File: config.mk
export PLATFORM = sky130hd
export DESIGN_NAME = ascii_ppm_pixel_parser
export DESIGN_NICKNAME = d
export VERILOG_FILES = /design/src/rtl/core/ppmp_pkg.sv /design/src/rtl/core/ppmp_in_reg.sv /design/src/rtl/core/ppmp_parse.sv /design/src/rtl/core/ppmp_out_reg.sv /design/src/rtl/core/ascii_ppm_pixel_parser.sv
export SDC_FILE = /design/constraint.sdc
export NUM_CORES = 1
export LEC_CHECK = 0
export BUFFER_PORTS_ARGS = -buffer_cell sky130_fd_sc_hd__buf_2
export CAP_MARGIN = 20
export CORE_AREA = 10 10 192 194
export DETAILED_ROUTE_END_ITERATION = 10
export DIE_AREA = 0 0 202 204
export GPL_TIMING_DRIVEN = 0
export SYNTH_ARGS = -nofsm -noshare
export SYNTH_HDL_FRONTEND = slang
export SYNTH_SLANG_ARGS = --single-unit
File: constraint.sdc
create_clock -name aclk -period 9.44 [get_ports aclk]
set_clock_uncertainty 0.15 [all_clocks]
set_input_delay 1.888 -clock aclk [delete_from_list [all_inputs] [get_ports aclk]]
set_output_delay 1.888 -clock aclk [all_outputs]
set_load 0.01 [all_outputs]
File: src/rtl/core/ppmp_pkg.sv
// ppmp_pkg: shared types, character codes and constants of the ASCII PPM parser.
// No dependencies; used by every module under rtl/core.
package ppmp_pkg;

    // Default sizing handed to the top-level parameters
    localparam int VALUE_BITS_DEF = 16;
    localparam int MAX_DIGITS_DEF = 5;

    // Result payload field width and digit counter width
    localparam int OUT_W    = 16;
    localparam int DCOUNT_W = 3;
    localparam logic [DCOUNT_W-1:0] DCOUNT_MAX = 3'd7;

    // Character codes
    localparam logic [7:0] CH_LF   = 8'd10;
    localparam logic [7:0] CH_HASH = 8'h23;
    localparam logic [7:0] CH_ZERO = 8'd48;
    localparam logic [7:0] CH_NINE = 8'd57;

    // Result kind codes
    localparam logic RK_HEADER = 1'b0;
    localparam logic RK_PIXEL  = 1'b1;

    // One input word
    typedef struct packed {
        logic [7:0] char_byte;
        logic       final_byte;
    } in_word_t;

    // One result word
    typedef struct packed {
        logic             result_kind;
        logic [OUT_W-1:0] col;
        logic [OUT_W-1:0] row;
        logic [OUT_W-1:0] red;
        logic [OUT_W-1:0] green;
        logic [OUT_W-1:0] blue;
        logic [OUT_W-1:0] img_width;
        logic [OUT_W-1:0] img_height;
        logic [OUT_W-1:0] max_value;
        logic             last_pixel;
    } result_t;

    // Power of ten, evaluated at elaboration for digit-length thresholds
    function automatic logic [63:0] pow10(input int k);
        logic [63:0] p;
        p = 64'd1;
        for (int i = 0; i < k; i++) begin
            p = p * 64'd10;
        end
        return p;
    endfunction

endpackage

File: src/rtl/core/ppmp_in_reg.sv
// ppmp_in_reg: input register stage that captures one byte word per handshake.
// Depends on ppmp_pkg for the input word type.
module ppmp_in_reg (
    input  logic               aclk,
    input  logic               aresetn,
    input  logic               s_valid,
    output logic               s_ready,
    input  ppmp_pkg::in_word_t s_word,
    input  logic               take,
    output logic               word_valid,
    output ppmp_pkg::in_word_t word
);

    logic               valid_reg;
    ppmp_pkg::in_word_t word_reg;

    // Accept when empty or when the held word is consumed this cycle
    assign s_ready    = !valid_reg || take;
    assign word_valid = valid_reg;
    assign word       = word_reg;

    // Hold the captured word until the parser takes it
    always_ff @(posedge aclk) begin
        if (!aresetn) begin
            valid_reg <= 1'b0;
        end else if (s_ready) begin
            valid_reg <= s_valid;
        end
    end

    always_ff @(posedge aclk) begin
        if (s_valid && s_ready) begin
            word_reg <= s_word;
        end
    end

endmodule

File: src/rtl/core/ppmp_parse.sv
// ppmp_parse: parser state and the single-pass next-state and result logic.
// Depends on ppmp_pkg for types, character codes and result kinds.
module ppmp_parse #(
    parameter int VALUE_BITS = ppmp_pkg::VALUE_BITS_DEF,
    parameter int MAX_DIGITS = ppmp_pkg::MAX_DIGITS_DEF
) (
    input  logic               aclk,
    input  logic               aresetn,
    input  logic               word_valid,
    input  ppmp_pkg::in_word_t word,
    input  logic               out_ready,
    output logic               take,
    output logic               res_valid,
    output ppmp_pkg::result_t  res
);

    localparam int MD_W  = $clog2(MAX_DIGITS + 1);
    localparam int CMP_W = (MD_W > ppmp_pkg::DCOUNT_W) ? MD_W : ppmp_pkg::DCOUNT_W;
    localparam logic [VALUE_BITS+3:0] SAT_WIDE = {4'b0, {VALUE_BITS{1'b1}}};

    typedef enum logic [2:0] {
        PH_SIG,
        PH_WIDTH,
        PH_HEIGHT,
        PH_MAXVAL,
        PH_PIXELS,
        PH_DONE
    } phase_t;

    phase_t                          phase_reg,   phase_next;
    logic                            comment_reg, comment_next;
    logic [VALUE_BITS-1:0]           accum_reg,   accum_next;
    logic [ppmp_pkg::DCOUNT_W-1:0]   dcount_reg,  dcount_next;
    logic [MD_W-1:0]                 maxdig_reg,  maxdig_next;
    logic [VALUE_BITS-1:0]           width_reg,   width_next;
    logic [VALUE_BITS-1:0]           height_reg,  height_next;
    logic [1:0]                      comp_reg,    comp_next;
    logic [VALUE_BITS-1:0]           red_reg,     red_next;
    logic [VALUE_BITS-1:0]           green_reg,   green_next;
    logic [VALUE_BITS-1:0]           col_reg,     col_next;
    logic [VALUE_BITS-1:0]           row_reg,     row_next;

    logic                  step;
    logic                  is_digit;
    logic                  finish;
    logic [VALUE_BITS+3:0] prod;
    logic [VALUE_BITS-1:0] num;
    logic [MD_W-1:0]       ndig;
    logic [VALUE_BITS:0]   col_inc;
    logic [VALUE_BITS:0]   row_inc;

    // Zero-extend or truncate a stored value onto a 16-bit result field
    function automatic logic [ppmp_pkg::OUT_W-1:0] to_out(input logic [VALUE_BITS-1:0] x);
        logic [VALUE_BITS+ppmp_pkg::OUT_W-1:0] t;
        t = {{ppmp_pkg::OUT_W{1'b0}}, x};
        return t[ppmp_pkg::OUT_W-1:0];
    endfunction

    // Consume the held word only when the result register can take a result
    assign step     = word_valid && out_ready;
    assign take     = step;
    assign is_digit = (word.char_byte >= ppmp_pkg::CH_ZERO) &&
                      (word.char_byte <= ppmp_pkg::CH_NINE);

    // Saturating decimal accumulate: acc * 10 + digit
    assign prod = ({4'b0, accum_reg} << 3) + ({4'b0, accum_reg} << 1) +
                  {{VALUE_BITS{1'b0}}, word.char_byte[3:0]};

    // Decimal length of the finished number, capped at MAX_DIGITS
    always_comb begin
        ndig = MD_W'(1);
        for (int k = 1; k < MAX_DIGITS; k++) begin
            if ({{(64-VALUE_BITS){1'b0}}, num} >= ppmp_pkg::pow10(k)) begin
                ndig = MD_W'(k + 1);
            end
        end
    end

    assign col_inc = {1'b0, col_reg} + {{VALUE_BITS{1'b0}}, 1'b1};
    assign row_inc = {1'b0, row_reg} + {{VALUE_BITS{1'b0}}, 1'b1};

    // Next state and result for the held word
    always_comb begin
        phase_next   = phase_reg;
        comment_next = comment_reg;
        accum_next   = accum_reg;
        dcount_next  = dcount_reg;
        maxdig_next  = maxdig_reg;
        width_next   = width_reg;
        height_next  = height_reg;
        comp_next    = comp_reg;
        red_next     = red_reg;
        green_next   = green_reg;
        col_next     = col_reg;
        row_next     = row_reg;
        finish       = 1'b0;
        res_valid    = 1'b0;
        res          = '0;

        // Scan the byte
        if (phase_reg == PH_SIG) begin
            if (word.char_byte == ppmp_pkg::CH_LF) begin
                phase_next = PH_WIDTH;
            end
        end else if (phase_reg != PH_DONE) begin
            if (comment_reg) begin
                if (word.char_byte == ppmp_pkg::CH_LF) begin
                    comment_next = 1'b0;
                end
            end else if (is_digit) begin
                accum_next = (prod > SAT_WIDE) ? {VALUE_BITS{1'b1}} : prod[VALUE_BITS-1:0];
                if (dcount_reg < ppmp_pkg::DCOUNT_MAX) begin
                    dcount_next = dcount_reg + {{(ppmp_pkg::DCOUNT_W-1){1'b0}}, 1'b1};
                end
                if ((phase_reg == PH_PIXELS) &&
                    (CMP_W'(dcount_next) >= CMP_W'(maxdig_reg))) begin
                    finish = 1'b1;
                end
            end else begin
                if (word.char_byte == ppmp_pkg::CH_HASH) begin
                    comment_next = 1'b1;
                end
                if (dcount_reg != '0) begin
                    finish = 1'b1;
                end
            end
        end

        // End of file closes any pending number
        if (word.final_byte && (dcount_next != '0) &&
            (phase_reg != PH_SIG) && (phase_reg != PH_DONE)) begin
            finish = 1'b1;
        end

        num = accum_next;

        // Close the number
        if (finish) begin
            accum_next  = '0;
            dcount_next = '0;
            unique case (phase_reg)
                PH_WIDTH: begin
                    width_next = num;
                    phase_next = PH_HEIGHT;
                end
                PH_HEIGHT: begin
                    height_next = num;
                    phase_next  = PH_MAXVAL;
                end
                PH_MAXVAL: begin
                    maxdig_next    = ndig;
                    comp_next      = 2'd0;
                    col_next       = '0;
                    row_next       = '0;
                    phase_next     = ((width_reg == '0) || (height_reg == '0)) ?
                                     PH_DONE : PH_PIXELS;
                    res_valid      = 1'b1;
                    res.result_kind = ppmp_pkg::RK_HEADER;
                    res.img_width  = to_out(width_reg);
                    res.img_height = to_out(height_reg);
                    res.max_value  = to_out(num);
                end
                PH_PIXELS: begin
                    if (comp_reg == 2'd1) begin
                        green_next = num;
                        comp_next  = 2'd2;
                    end else if (comp_reg != 2'd2) begin
                        red_next  = num;
                        comp_next = 2'd1;
                    end else begin
                        comp_next       = 2'd0;
                        res_valid       = 1'b1;
                        res.result_kind = ppmp_pkg::RK_PIXEL;
                        res.col         = to_out(col_reg);
                        res.row         = to_out(row_reg);
                        res.red         = to_out(red_reg);
                        res.green       = to_out(green_reg);
                        res.blue        = to_out(num);
                        col_next        = col_inc[VALUE_BITS-1:0];
                        // Wrap the column and advance the row
                        if (col_inc >= {1'b0, width_reg}) begin
                            col_next = '0;
                            row_next = row_inc[VALUE_BITS-1:0];
                            if (row_inc >= {1'b0, height_reg}) begin
                                res.last_pixel = 1'b1;
                                phase_next     = PH_DONE;
                            end
                        end
                    end
                end
                default: begin
                end
            endcase
        end

        // Re-arm for the next file after its final byte
        if (word.final_byte) begin
            phase_next   = PH_SIG;
            comment_next = 1'b0;
            accum_next   = '0;
            dcount_next  = '0;
            maxdig_next  = MD_W'(1);
            width_next   = '0;
            height_next  = '0;
            comp_next    = 2'd0;
            red_next     = '0;
            green_next   = '0;
            col_next     = '0;
            row_next     = '0;
        end

        // No word, no result
        if (!step) begin
            res_valid = 1'b0;
        end
    end

    // Parser state
    always_ff @(posedge aclk) begin
        if (!aresetn) begin
            phase_reg   <= PH_SIG;
            comment_reg <= 1'b0;
            accum_reg   <= '0;
            dcount_reg  <= '0;
            maxdig_reg  <= MD_W'(1);
            width_reg   <= '0;
            height_reg  <= '0;
            comp_reg    <= 2'd0;
            red_reg     <= '0;
            green_reg   <= '0;
            col_reg     <= '0;
            row_reg     <= '0;
        end else if (step) begin
            phase_reg   <= phase_next;
            comment_reg <= comment_next;
            accum_reg   <= accum_next;
            dcount_reg  <= dcount_next;
            maxdig_reg  <= maxdig_next;
            width_reg   <= width_next;
            height_reg  <= height_next;
            comp_reg    <= comp_next;
            red_reg     <= red_next;
            green_reg   <= green_next;
            col_reg     <= col_next;
            row_reg     <= row_next;
        end
    end

    // A result is produced only when the result register has room
    a_no_overwrite: assert property (@(posedge aclk) disable iff (!aresetn)
        res_valid |-> out_ready)
        else $error("result produced while result register is full");

    // Nothing is produced once the image is complete
    a_done_silent: assert property (@(posedge aclk) disable iff (!aresetn)
        (step && (phase_reg == PH_DONE)) |-> !res_valid)
        else $error("result produced after the last pixel");

    // A header result comes only out of the maximum-value field
    a_header_phase: assert property (@(posedge aclk) disable iff (!aresetn)
        (res_valid && (res.result_kind == ppmp_pkg::RK_HEADER)) |-> (phase_reg == PH_MAXVAL))
        else $error("header result outside the maximum-value field");

    // The last pixel leaves the parser in its done phase
    a_last_done: assert property (@(posedge aclk) disable iff (!aresetn)
        (res_valid && res.last_pixel && !word.final_byte) |=> (phase_reg == PH_DONE))
        else $error("last pixel did not end the image");

endmodule

File: src/rtl/core/ppmp_out_reg.sv
// ppmp_out_reg: result register that drives the result channel.
// Depends on ppmp_pkg for the result word type.
module ppmp_out_reg (
    input  logic              aclk,
    input  logic              aresetn,
    input  logic              res_valid,
    input  ppmp_pkg::result_t res,
    output logic              out_ready,
    output logic              m_valid,
    input  logic              m_ready,
    output ppmp_pkg::result_t m_word
);

    logic              valid_reg;
    ppmp_pkg::result_t word_reg;

    // Room when empty or when the held word leaves this cycle
    assign out_ready = !valid_reg || m_ready;
    assign m_valid   = valid_reg;
    assign m_word    = word_reg;

    // Hold the result until the receiver takes it
    always_ff @(posedge aclk) begin
        if (!aresetn) begin
            valid_reg <= 1'b0;
        end else if (out_ready) begin
            valid_reg <= res_valid;
        end
    end

    always_ff @(posedge aclk) begin
        if (res_valid && out_ready) begin
            word_reg <= res;
        end
    end

endmodule

File: src/rtl/core/ascii_ppm_pixel_parser.sv
// ascii_ppm_pixel_parser: top level of the byte-serial ASCII PPM (P3) parser.
// Depends on ppmp_pkg, ppmp_in_reg, ppmp_parse and ppmp_out_reg.
//
// Usage:
//   Input channel (s_): one text byte per word, with s_final_byte marking the
//   last byte of a file. The final byte closes any pending number and then
//   re-arms the parser for a new signature line.
//   Result channel (m_): one header word (m_result_kind = 0) after the maximum
//   value, then one pixel word (m_result_kind = 1) per three components, with
//   column, row and m_last_pixel on the final pixel of the image.
//   Path: an accepted byte is loaded into the input register; the parser's
//   result for it is loaded into the result register, which drives m_.
//   Throughput: one byte per cycle while the result register has room; the
//   parser updates all of its state in one pass from the input register.
//   Reset: synchronous, active low; both registers empty, parser waits for the
//   signature line.
//   Stall: while the result register is full and m_ready is low, the byte in
//   the input register waits there and s_ready stays low once it is full.
module ascii_ppm_pixel_parser #(
    parameter int VALUE_BITS = ppmp_pkg::VALUE_BITS_DEF,
    parameter int MAX_DIGITS = ppmp_pkg::MAX_DIGITS_DEF
) (
    input  logic        aclk,
    input  logic        aresetn,
    input  logic        s_valid,
    output logic        s_ready,
    input  logic [7:0]  s_char_byte,
    input  logic        s_final_byte,
    output logic        m_valid,
    input  logic        m_ready,
    output logic        m_result_kind,
    output logic [15:0] m_col,
    output logic [15:0] m_row,
    output logic [15:0] m_red,
    output logic [15:0] m_green,
    output logic [15:0] m_blue,
    output logic [15:0] m_img_width,
    output logic [15:0] m_img_height,
    output logic [15:0] m_max_value,
    output logic        m_last_pixel
);

    ppmp_pkg::in_word_t s_word;
    ppmp_pkg::in_word_t word;
    ppmp_pkg::result_t  res;
    ppmp_pkg::result_t  m_word;
    logic               word_valid;
    logic               take;
    logic               res_valid;
    logic               out_ready;

    assign s_word.char_byte  = s_char_byte;
    assign s_word.final_byte = s_final_byte;

    ppmp_in_reg u_in_reg (
        .aclk       (aclk),
        .aresetn    (aresetn),
        .s_valid    (s_valid),
        .s_ready    (s_ready),
        .s_word     (s_word),
        .take       (take),
        .word_valid (word_valid),
        .word       (word)
    );

    ppmp_parse #(
        .VALUE_BITS (VALUE_BITS),
        .MAX_DIGITS (MAX_DIGITS)
    ) u_parse (
        .aclk       (aclk),
        .aresetn    (aresetn),
        .word_valid (word_valid),
        .word       (word),
        .out_ready  (out_ready),
        .take       (take),
        .res_valid  (res_valid),
        .res        (res)
    );

    ppmp_out_reg u_out_reg (
        .aclk      (aclk),
        .aresetn   (aresetn),
        .res_valid (res_valid),
        .res       (res),
        .out_ready (out_ready),
        .m_valid   (m_valid),
        .m_ready   (m_ready),
        .m_word    (m_word)
    );

    // Unpack the result word onto its ports
    assign m_result_kind = m_word.result_kind;
    assign m_col         = m_word.col;
    assign m_row         = m_word.row;
    assign m_red         = m_word.red;
    assign m_green       = m_word.green;
    assign m_blue        = m_word.blue;
    assign m_img_width   = m_word.img_width;
    assign m_img_height  = m_word.img_height;
    assign m_max_value   = m_word.max_value;
    assign m_last_pixel  = m_word.last_pixel;

endmodule
Word level (Yosys, flattened, before mapping):

Cells that the tools add are included.
W data, S select, Z words.

* add/subtract/negate cells: 5
* magnitude comparators: 11
* eq/ne operators: 14
* mux-type cells: 88
* bitwise gates (word level): 3
* reductions and logical operators: 41

Operators by type and width (count)
* $mux W16: 32
* $mux W81: 1
* $mux W3: 25
* $pmux W16 S2: 2
* $add A16 B1 Y17 const B: 2
* $ge A17 B16 Y1: 2
* $logic_not A16 Y1: 2
* $mux W1: 21
* $add A19 B17 Y20: 1
* $add A20 B4 Y20: 1
* $gt A20 B16 Y1 const B: 1
* $ge A16 B10 Y1 const B: 1
* $ge A16 B14 Y1 const B: 1
* $ge A16 B4 Y1 const B: 1
* $ge A16 B7 Y1 const B: 1
* $reduce_bool A2 Y1: 8
* $reduce_and A3 Y1: 5
* $ne A3 B3 Y1 const B: 4
* $pmux W3 S4: 1
* $reduce_bool A3 Y1: 4
* $reduce_and A5 Y1: 2
* $eq A8 B4 Y1 const B: 1
* $eq A8 B6 Y1 const B: 1
* $ge A8 B6 Y1 const B: 1
* other kinds (23): 41

* bits in registers: 265
* bits of input ports: 13
* output and inout port bits: 132
* logic and storage cells: 188

Depth between registers and ports, before layout:

Gate-level depths: netlist of the first run.

* depth after elaboration: 18
* depth in mapped cells: 21
* mapped depth without buffers: 18

Modules after synthesis:

From an unflattened synthesis of the first run, not the netlist that was laid out.

* cell total of the unflattened synthesis: 1346
* area total of the unflattened synthesis: 13274.0 sq um

By module, submodules not included
* ppmp_parse: instances 1, cells each 1197, area each 8984.9 sq um, seq. area each 2482.4 sq um
* ppmp_out_reg: instances 1, cells each 135, area each 3961.3 sq um, seq. area each 3923.8 sq um
* ppmp_in_reg: instances 1, cells each 14, area each 327.8 sq um, seq. area each 290.3 sq um

Worst setup path before layout of the first run:

OpenSTA, ideal clock, no wires.

* kind: in2reg
* from: in m_ready
* to: reg u_out_reg.word_reg, in the netlist u_out_reg.m_word[0] (enable)
* library setup time: 0.623 ns
* data arrival time: 7.786 ns
* data required time: 8.667 ns
* slack: 0.881 ns
* stages: 4
* buffers on the path: 1
* cell sequence: nor2b_1 > nand2b_1 > clkbuf_1 > nor2_1

* longest elaborated chain between the ends: 4

Ends and longest elaborated chain
* start, declared: line ascii_ppm_pixel_parser.sv:30 `input logic m_ready,`
* $logic_or A1 B1 Y1 (*): line ppmp_out_reg.sv:18 `assign out_ready = !valid_reg || m_ready;`
* $logic_and A1 B1 Y1: line ppmp_parse.sv:60 `assign step = word_valid && out_ready;`
* $mux W1: line ppmp_parse.sv:213 `if (!step) begin`
* $logic_and A1 B1 Y1 (*): line ppmp_out_reg.sv:32 `if (res_valid && out_ready) begin`
* end signal, assigned: line ppmp_out_reg.sv:33 `word_reg <= res;`
* end, declared: line ppmp_out_reg.sv:15 `ppmp_pkg::result_t word_reg;`

Every way passes the cells marked *; elsewhere a longest branch is shown, timed or not.
A chain may end at the register's enable or synchronous reset.

Final worst setup path of the first run:

* from: reg u_parse.col_reg[2]
* to: reg u_parse.col_reg[12]

* longest elaborated chain between the ends: 8

Ends and longest elaborated chain
* start, declared: line ppmp_parse.sv:40 `logic [VALUE_BITS-1:0] col_reg, col_next;`
* start signal, assigned: line ppmp_parse.sv:244 `col_reg <= col_next;`
* $add A16 B1 Y17 (*): line ppmp_parse.sv:79 `assign col_inc = {1'b0, col_reg} + {{VALUE_BITS{1'b0}}, 1'b1};`
* $ge A17 B16 Y1: line ppmp_parse.sv:181 `if (col_inc >= {1'b0, width_reg}) begin`
* $mux W16 (*): line ppmp_parse.sv:181
* $mux W16 (*): line ppmp_parse.sv:167 `end else if (comp_reg != 2'd2) begin`
* $mux W16 (*): line ppmp_parse.sv:164 `if (comp_reg == 2'd1) begin`
* $pmux W16 S2 (*): line ppmp_parse.sv:141 `unique case (phase_reg)`
* $mux W16 (*): line ppmp_parse.sv:138 `if (finish) begin`
* $mux W16 (*): line ppmp_parse.sv:197 `if (word.final_byte) begin`

Every way passes the cells marked *; elsewhere a longest branch is shown, timed or not. The select of a mux whose other input is x is not followed.

==> results.md, run 1 <==
- The maximum number of pins on one net before global-route repair is 29.
- The net count of the finished layout is 1545.
- The number of nets handed over by synthesis was 1365.
- For this run, the detailed router's first-pass iteration total came to 6.
- The area growth from synthesis to layout is 17.9%.
- The floorplan core area is 0.0331 mm^2.
- The count of cells in the finished layout, fillers not included, comes to 1928.
- Hold timing on the final database bottoms out at a slack of 312 ps.
- For this run, the share of the core covered by cells in the final layout is 46.5%.
- For this block, the initial DRC count from the detailed router was 954.
- The run finished with clean final reports.
- For this run, the number of Yosys warnings is 0.
- The detail route stage leaves a number of antenna-violating nets equal to 0.
- The most instantiated flip-flop cell in the synthesis netlist is sky130_fd_sc_hd__edfxtp_1.
- The number of hold violations in the final report is 0.
- Buffers inserted during clock tree synthesis total 29.
- The data required time at the worst endpoint is 9750 ps.
- The count of standard-cell rows is 67.
- The launch point of the worst path is u_parse.col_reg[2].
- For this design the static power due to leakage is 5.71 nW.
- In this run the post-CTS setup repair buffer count came out at 0.
- The critical path goes through and3_1 > and3_1 > and3_1 > and3_1 > and3_1 > clkbuf_1 > nand3_1 > xnor2_1 > ha_1 > a21oi_1 > nor2b_1 > o21ai_0 > o21ai_0 > nor2_1 > o211ai_1 > a211oi_2 > and4_1 > buf_2 > buf_4 > nand2_1 > a31oi_1.
- The cell with the most instances after synthesis is sky130_fd_sc_hd__nor2_1.
- The post-synth design cell area is 0.0131 mm^2.
- The detailed-placement wirelength estimate is 27000 um.
- Measured in cells, the most critical reg-to-reg path has a length of 21.
- In this run the critical register-to-register path is captured at u_parse.col_reg[12].
- The largest stage delay on the critical path is 530 ps.
- Input and output buffers added on the ports amount to 144.
- A synthesized cell averages 10.2 um^2.
- The most prevalent standard cell on the critical path is sky130_fd_sc_hd__and3_1.
- The die is 202 um wide.
- The congestion estimate from routability-driven global placement came to 0.879.
- The total of max-cap violations is 0.
- The leftover overflow at the end of global routing is 0.
- In the final timing run, aggregate negative setup slack is 0 ps.
- Setup repair after global routing left no endpoint under its margin.
- In this run the deepest clock path goes through 3 buffers.
- Once placement completed, the tool counted placed cells totaling 1874.
- The cell accounting for the most synthesized area is sky130_fd_sc_hd__edfxtp_1.
- The number of pins with negative max-slew slack in the final report is 0.
- The aggregate global-route resource usage is 17.0%.
- In the routed design, unresolved DRC markers number 0.
- The first global-routing pass estimated 56400 um of wire.
- The number of cells produced by synthesis is 1277.
- Of the available clock period, the critical path in the final layout requires 50.2%.
- The number of sinks on the clock net is 265.
- Dividing total power by cell area gives a power density of 153 mW/mm^2.
- The highest clock frequency the design can meet is 0.211 GHz.
- The final critical-path required period is 4740 ps.
- The initial antenna violation count is 1.
- The synthesized design devotes to its leading area cell type 31.9% of total area.
- The post-route netlist has 16.7% of its cells at a drive strength greater than 1.
- Ranked by instance count, the synthesized netlist is headed by sky130_fd_sc_hd__nor2_1, sky130_fd_sc_hd__edfxtp_1, sky130_fd_sc_hd__dfxtp_1, sky130_fd_sc_hd__a21oi_1, sky130_fd_sc_hd__and2_1.
- The TritonCTS clock tree is built.
- The via-per-instance ratio is 5.24.
- The die area is 0.0412 mm^2.
- The cell with the largest stage delay on the worst path is sky130_fd_sc_hd__a211oi_2.
- The worst hold path belongs to the class flip-flop to flip-flop.
- After synthesis the netlist holds a flip-flop and latch count of 265.
- Dividing the detail-routed wire length by the instance count gives 18.8 um.
- The sequential share of the synthesized area is 51.2%.
- In the synthesized netlist the async set-or-reset flop fraction comes to 0%.
- The top-level port count is 145.
- The worst setup path is captured at a flip-flop.
- The number of hold buffers added after cts is 0.
- For the worst-skew pair, the clock arrives at the later sink with an insertion delay of 540 ps.
- By area the synthesized netlist is led by sky130_fd_sc_hd__edfxtp_1, sky130_fd_sc_hd__dfxtp_1, sky130_fd_sc_hd__ha_1, sky130_fd_sc_hd__nor2_1, sky130_fd_sc_hd__and2_1.
- The critical path is of the flip-flop to flip-flop type.
- In this run, synthesis inferred 139 flip-flops with an integrated enable.
- The detailed-route wire length is 36300 um.
- The number of H-tree levels is 1.
- Measured against its own limit, the worst slew margin works out to 34.5%.
- Clock-pin slew was measured on the worst setup and hold paths at 60 ps.
- The count of instances resized after the clock tree is built is 0.
- The startpoint of the worst register-to-register path is u_parse.col_reg[2].
- The total chip power is 2.35 mW.
- For this block, the via count after detailed routing is 10100.
- The kind of start point of the critical path is a flip-flop.
- The via count of the first global-routing pass came to 9843.
- Of all nets on the critical path, the largest fanout is 10.
- The flip-flop count of the largest register after layout is 130.
- Setup violations remaining at the end of the flow were counted as 0.
- At the pin with the least slew margin, the transition time is 979 ps.
- The internal reg-to-reg setup slack is 4700 ps.
- Measured along the y axis, the die boundary spans 204 um.
- The cell chosen for the clock root is sky130_fd_sc_hd__clkbuf_16.
- VDD sags by at most 0.130 mV.
- The capturing element of the worst setup path is u_parse.col_reg[12].
- STA puts the critical path data arrival time at 5050 ps.
- The post-synthesis cell type count is 99.
- For this configuration, the core starts out at a cell density of 39.5%.
routing by layer:
metal,wire [um],GRT usage [%],part of all wire [%]
met5,0,0,0
met1,16100,22.6,44
met4,744,4.72,2.1
met2,17100,27.9,47
met3,2320,2.92,6.4
worst max-delay path: cells and delay by family (launching register included):
family / cells / cell delay, ps
compound gates: 6 / 1220
xor+xnor: 1 / 240
fa+ha+maj: 1 / 290
buf+inv: 3 / 620
flops: 1 / 440
simple gates: 10 / 1710
final cells by class:
cell class,instances,area (um^2)
sequential,265,6700
fill,3142,17700
inverter,47,176
tap,448,561
multi-input combinational,907,5940
clock buffer,46,820
buffer,58,268
antenna,1,2.50
clock inverter,7,98.8
timing repair buffer,149,851
stage by stage:
stage	setup WS, ps	cell area (um^2)
2_1_floorplan	881	13100
6_report	4700	15400
5_1_grt	4280	15400
4_1_cts	4720	15400
3_5_place_dp	4770	14500
3_3_place_gp	-1780	14400
kinds of logic (layout without fill, tap and decap cells):
group	count (synthesis)	after routing	share of synthesized area (%)
AND/OR/NAND/NOR	502	502	19.2
flip-flops	265	265	51.2
AO/OA/AOI/OAI	253	253	13.3
buffers and inverters	105	307	3.40
adder cells (fa/ha/maj)	75	75	7.29
XOR/XNOR	43	43	3.00
multiplexers	34	34	2.60
other	0	1	0
cells in the final DEF (no fill, tap or decap), drive strengths merged, types with 7 or more instances in the layout:
cell / Yosys / layout
a21o: 23 / 23
a21oi: 96 / 96
a22oi: 11 / 11
a31oi: 12 / 12
and2: 79 / 79
and3: 27 / 27
buf: 15 / 164
clkbuf: 43 / 89
dfxtp: 126 / 126
edfxtp: 139 / 139
ha: 73 / 73
inv: 47 / 48
mux2i: 34 / 34
nand2: 75 / 75
nand2b: 12 / 12
nand3: 45 / 45
nand3b: 10 / 10
nand4: 14 / 14
nor2: 193 / 193
nor3: 10 / 10
nor4: 15 / 15
o211ai: 9 / 9
o21a: 7 / 7
o21ai: 39 / 39
or2: 7 / 7
xnor2: 13 / 13
xor2: 30 / 30
report_power, final:
group | internal [mW] | switching, mW
clock network | 0.649 | 0.448
registers | 1.20 | 0.00264
logic | 0.0127 | 0.0353
how the worst min path moves through the flow:
stage,cells past startpoint,end,start
floorplan,2,u_parse.maxdig_reg[1],u_parse.maxdig_reg[1]
finish,2,u_parse.green_reg[5],u_parse.green_reg[5]
global placement,2,u_parse.green_reg[0],u_parse.green_reg[0]
CTS,2,u_parse.green_reg[4],u_parse.green_reg[4]
global route,2,u_parse.green_reg[5],u_parse.green_reg[5]
detailed placement,2,u_parse.green_reg[4],u_parse.green_reg[4]
Note: power is estimated with default switching activity, not from simulation.
==> inputs of run 2 (changes only) <==
clock period = 3.9 ns   (was 9.44 ns; I/O delays follow)
==> run 2 against run 1 <==
Non-clock buffer count is 41 higher; wire length up 2.9%; first-iteration DRC count decreased by 2.4%; sequential cell count stayed put; combinational power increased to 2.7 times the previous value; hold slack got worse by 52 ps; clock power increased to 2.5 times the previous value; sequential share of layout area shrank 2.3 points; setup slack lost 4700 ps; final cell count up 2.1%; critical path type unchanged; critical endpoint is now u_parse.maxdig_reg[1].
==> results.md, run 2 (same netlist as run 1, synthesis figures left out) <==
- The detailed-placement wirelength estimate came to 26900 um (-0.48%).
- The number of standard cells in the final layout excluding fillers is 1968 (+2.1%).
- The internal power component is 4.58 mW (+150%).
- The top-level port count is 145 (unchanged).
- The data required time at the worst endpoint is 4160 ps (-5590 ps).
- The clock-pin slew on the worst setup and hold paths is 60 ps (about the same).
- The number of remaining DRC errors was 0 (unchanged).
- The category of the worst setup path capture point is a flip-flop.
- The final cycle utilization of the critical path is 99.7% (+49 points).
- The count of routing violations after the opening detailed-route iteration is 931 (-2.4%).
- The net switching share of the total power is 21.2% (+0.56 points).
- The worst slew margin relative to its limit was 31.9% (-2.6 points).
- Setup repair after global routing could not meet its margin everywhere.
- The critical-path maximum fanout is 7 (-3).
- The fraction of power consumed by the clock network is 47.6% (+1.0 points).
- The power share of the combinational group came to 2.2% (+0.2 points).
- The first-pass iteration count of the detailed router is 5 (-1).
- TritonCTS built the clock tree.
- The number of nets with antenna violations after detailed routing is 0 (unchanged).
- The worst hold slack across all endpoints was 260 ps (-51.6 ps).
- The pin slew with the least headroom to its limit is 1020 ps (+42.6 ps).
- The via-per-instance ratio was 5.26 (+0.23%).
- The number of sinks on the clock net is 265 (unchanged).
- The via count of the first global-routing pass was 10100 (+2.5%).
- The area of combinational cells with multiple inputs is 0.00650 mm^2 (+9.5%).
- The kind of start point of the critical path is a flip-flop.
- The maximum resistive drop on vdd is 0.298 mV (+130%).
- The number of diodes added for antenna fixing was 0 (-1).
- The die extent in x was 202 um (unchanged).
- The number of port buffers is 144 (unchanged).
- The type of the setup path with the least slack is flip-flop to flip-flop.
- Leaving out fill and tap cells, the most frequent cells in the layout are sky130_fd_sc_hd__nor2_1, sky130_fd_sc_hd__buf_2, sky130_fd_sc_hd__edfxtp_1.
- The cell chosen for the clock root is sky130_fd_sc_hd__clkbuf_16.
- The count of standard-cell rows was 67 (unchanged).
- The setup TNS is 0 ps (unchanged).
- The die area was 0.0412 mm^2 (unchanged).
- The detailed-route wire length is 37300 um (+2.9%).
- The commonest non-fill, non-tap cell in the layout is sky130_fd_sc_hd__nor2_1.
- The number of hold violations in the final report is 0 (unchanged).
- From synthesis to final layout, the design area changed by 25.4%.
- The power per cell area is 354 mW/mm^2 (+130%).
- The leftover overflow at the end of global routing came to 0 (unchanged).
- The total of max-cap violations is 0 (unchanged).
- The flip-flop count of the largest register after layout is 130 (unchanged).
- The floorplan core area is 0.0331 mm^2 (unchanged).
- The fraction of final layout cells with drive strength greater than 1 is 26.2% (+9.5 points).
- The maximum number of pins on one net before global-route repair came to 40 (+38%).
- The share of power burned in registers is 50.2% (-1.1 points).
- The placed cell area is 0.0145 mm^2 (about the same).
- The aggregate global-route resource usage is 17.2% (+0.25 points).
- The number of CTS-inserted buffers is 29 (unchanged).
- The initial antenna violation count was 0 (-1).
- The highest clock frequency the design can meet is 0.257 GHz (+22%).
- The net load switching power is 1.23 mW (+150%).
- The wire length per cell is 19.0 um (+0.83%).
- The starting density of the core was 39.5% (unchanged).
- The total vias in the final route came to 10300 (+2.3%).
- The number of setup violations in the final report is 0 (unchanged).
- The number of pins with negative max-slew slack in the final report was 0 (unchanged).
- The number of fill cells is 3023 (-3.8%).
- The cell count after placement is 1873 (-0.053%).
- The wire length of the first global-routing pass is 57100 um (+1.2%).
- The flow ran to the end, and the final reports show no timing, DRC or antenna violations.
- The leakage power figure is 6.02 nW (+5.4%).
- The cell area after layout was 0.0164 mm^2 (+6.4%).
- The routability-driven placement congestion ratio is 0.883 (+0.40%).
- The final critical-path required period was 3890 ps (-851 ps).
- The buffer levels on the longest clock path was 3 (unchanged).
- The worst-skew pair later-pin latency came to 550 ps (about the same).
- The number of H-tree levels was 1 (unchanged).
- The class of the worst hold path is primary input to flip-flop.
- The net total in the final layout came to 1586 (+2.7%).
- The data arrival time of the critical path is 4140 ps (-910 ps).
- The area taken by flip-flops and latches is 0.00674 mm^2 (+0.65%).
- The y dimension of the die is 204 um (unchanged).
[run 2: cell types whose count changed in the layout (fill, tap and decap cells not counted), moves of 7 or more]
cell	change
sky130_fd_sc_hd__clkbuf_1	-15
sky130_fd_sc_hd__and3_1	-12
sky130_fd_sc_hd__nor2_4	+9
sky130_fd_sc_hd__buf_4	+39
sky130_fd_sc_hd__dfxtp_1	-17
sky130_fd_sc_hd__dfxtp_2	+8
sky130_fd_sc_hd__nor2_2	+8
sky130_fd_sc_hd__a21oi_2	+12
sky130_fd_sc_hd__nor2_1	-17
sky130_fd_sc_hd__a21oi_1	-12
sky130_fd_sc_hd__dfxtp_4	+9
sky130_fd_sc_hd__and3_4	+7
[run 2: per-stage QoR]
step / power (mW) / util (%) / worst slack (ps)
detailed placement: 3.10 / 43.8 / -652
global route: 5.98 / 49.5 / -164
CTS: 5.84 / 47.9 / -44.5
global placement: 3.09 / 43.5 / -1430
floorplan: 3.05 / - / -508
finish: 5.81 / 49.5 / 12.6
[run 2: area by class of cell]
class,instances,area share [%]
multi-input cells,907,39.7
repair buffers,194,7.24
clock inverters,20,1.33
flip-flops and latches,265,41.1
clock buffers,33,4.52
well taps,448,3.42
inverters,47,1.08
plain buffers,54,1.65
[run 2: worst paths after layout]
| kind | from | end | slack (ps) | cells after the start |
|---|---|---|---|---|
| setup / recovery | u_parse.accum_reg[15] | u_parse.maxdig_reg[1] | 10 | 12 |
| hold / removal | s_char_byte[7] | u_in_reg.word[8] | 260 | 1 |
| setup reg to reg | u_parse.accum_reg[15] | u_parse.maxdig_reg[1] | 10 | 12 |
| hold reg to reg | u_parse.maxdig_reg[1] | u_parse.maxdig_reg[1] | 320 | 2 |
[run 2: repair_timing]
action / in CTS / in global routing
gates resized for setup: 64 / 81
pin swaps: 15 / 41
hold buffers: 0 / 0
endpoints found under the setup margin: 98 / 161
cloned: 1 / 1
hold endpoints to repair: 0 / 0
setup buffers: 14 / 30
[run 2: critical path, stage by stage (launching register included)]
cell	delay, ps
sky130_fd_sc_hd__dfxtp_1	440
sky130_fd_sc_hd__ha_1	270
sky130_fd_sc_hd__ha_1	430
sky130_fd_sc_hd__and3_1	260
sky130_fd_sc_hd__and2_0	180
sky130_fd_sc_hd__a221o_1	310
sky130_fd_sc_hd__a41o_4	280
sky130_fd_sc_hd__xor2_4	190
sky130_fd_sc_hd__nor3_4	440
sky130_fd_sc_hd__a31o_4	230
sky130_fd_sc_hd__nand4_1	140
sky130_fd_sc_hd__nor4b_2	310
sky130_fd_sc_hd__o32ai_1	120
[run 2: routing by layer]
metal	track usage [%]	share of wire (%)	vias up
li1	-	-	5006
met1	22.9	44	4944
met2	28.0	47	326
met3	2.71	6.4	70
met4	5.85	2.7	0
met5	0	0	-
[run 2: power groups by stage]
| stage | sequential, mW | combinational, mW | clock (mW) |
|---|---|---|---|
| 2_1_floorplan | 2.98 | 0.0735 | 0 |
| 3_3_place_gp | 2.98 | 0.114 | 0 |
| 4_1_cts | 2.92 | 0.120 | 2.81 |
| 6_report | 2.92 | 0.129 | 2.76 |
| 5_1_grt | 2.92 | 0.138 | 2.92 |
| 3_5_place_dp | 2.98 | 0.114 | 0 |
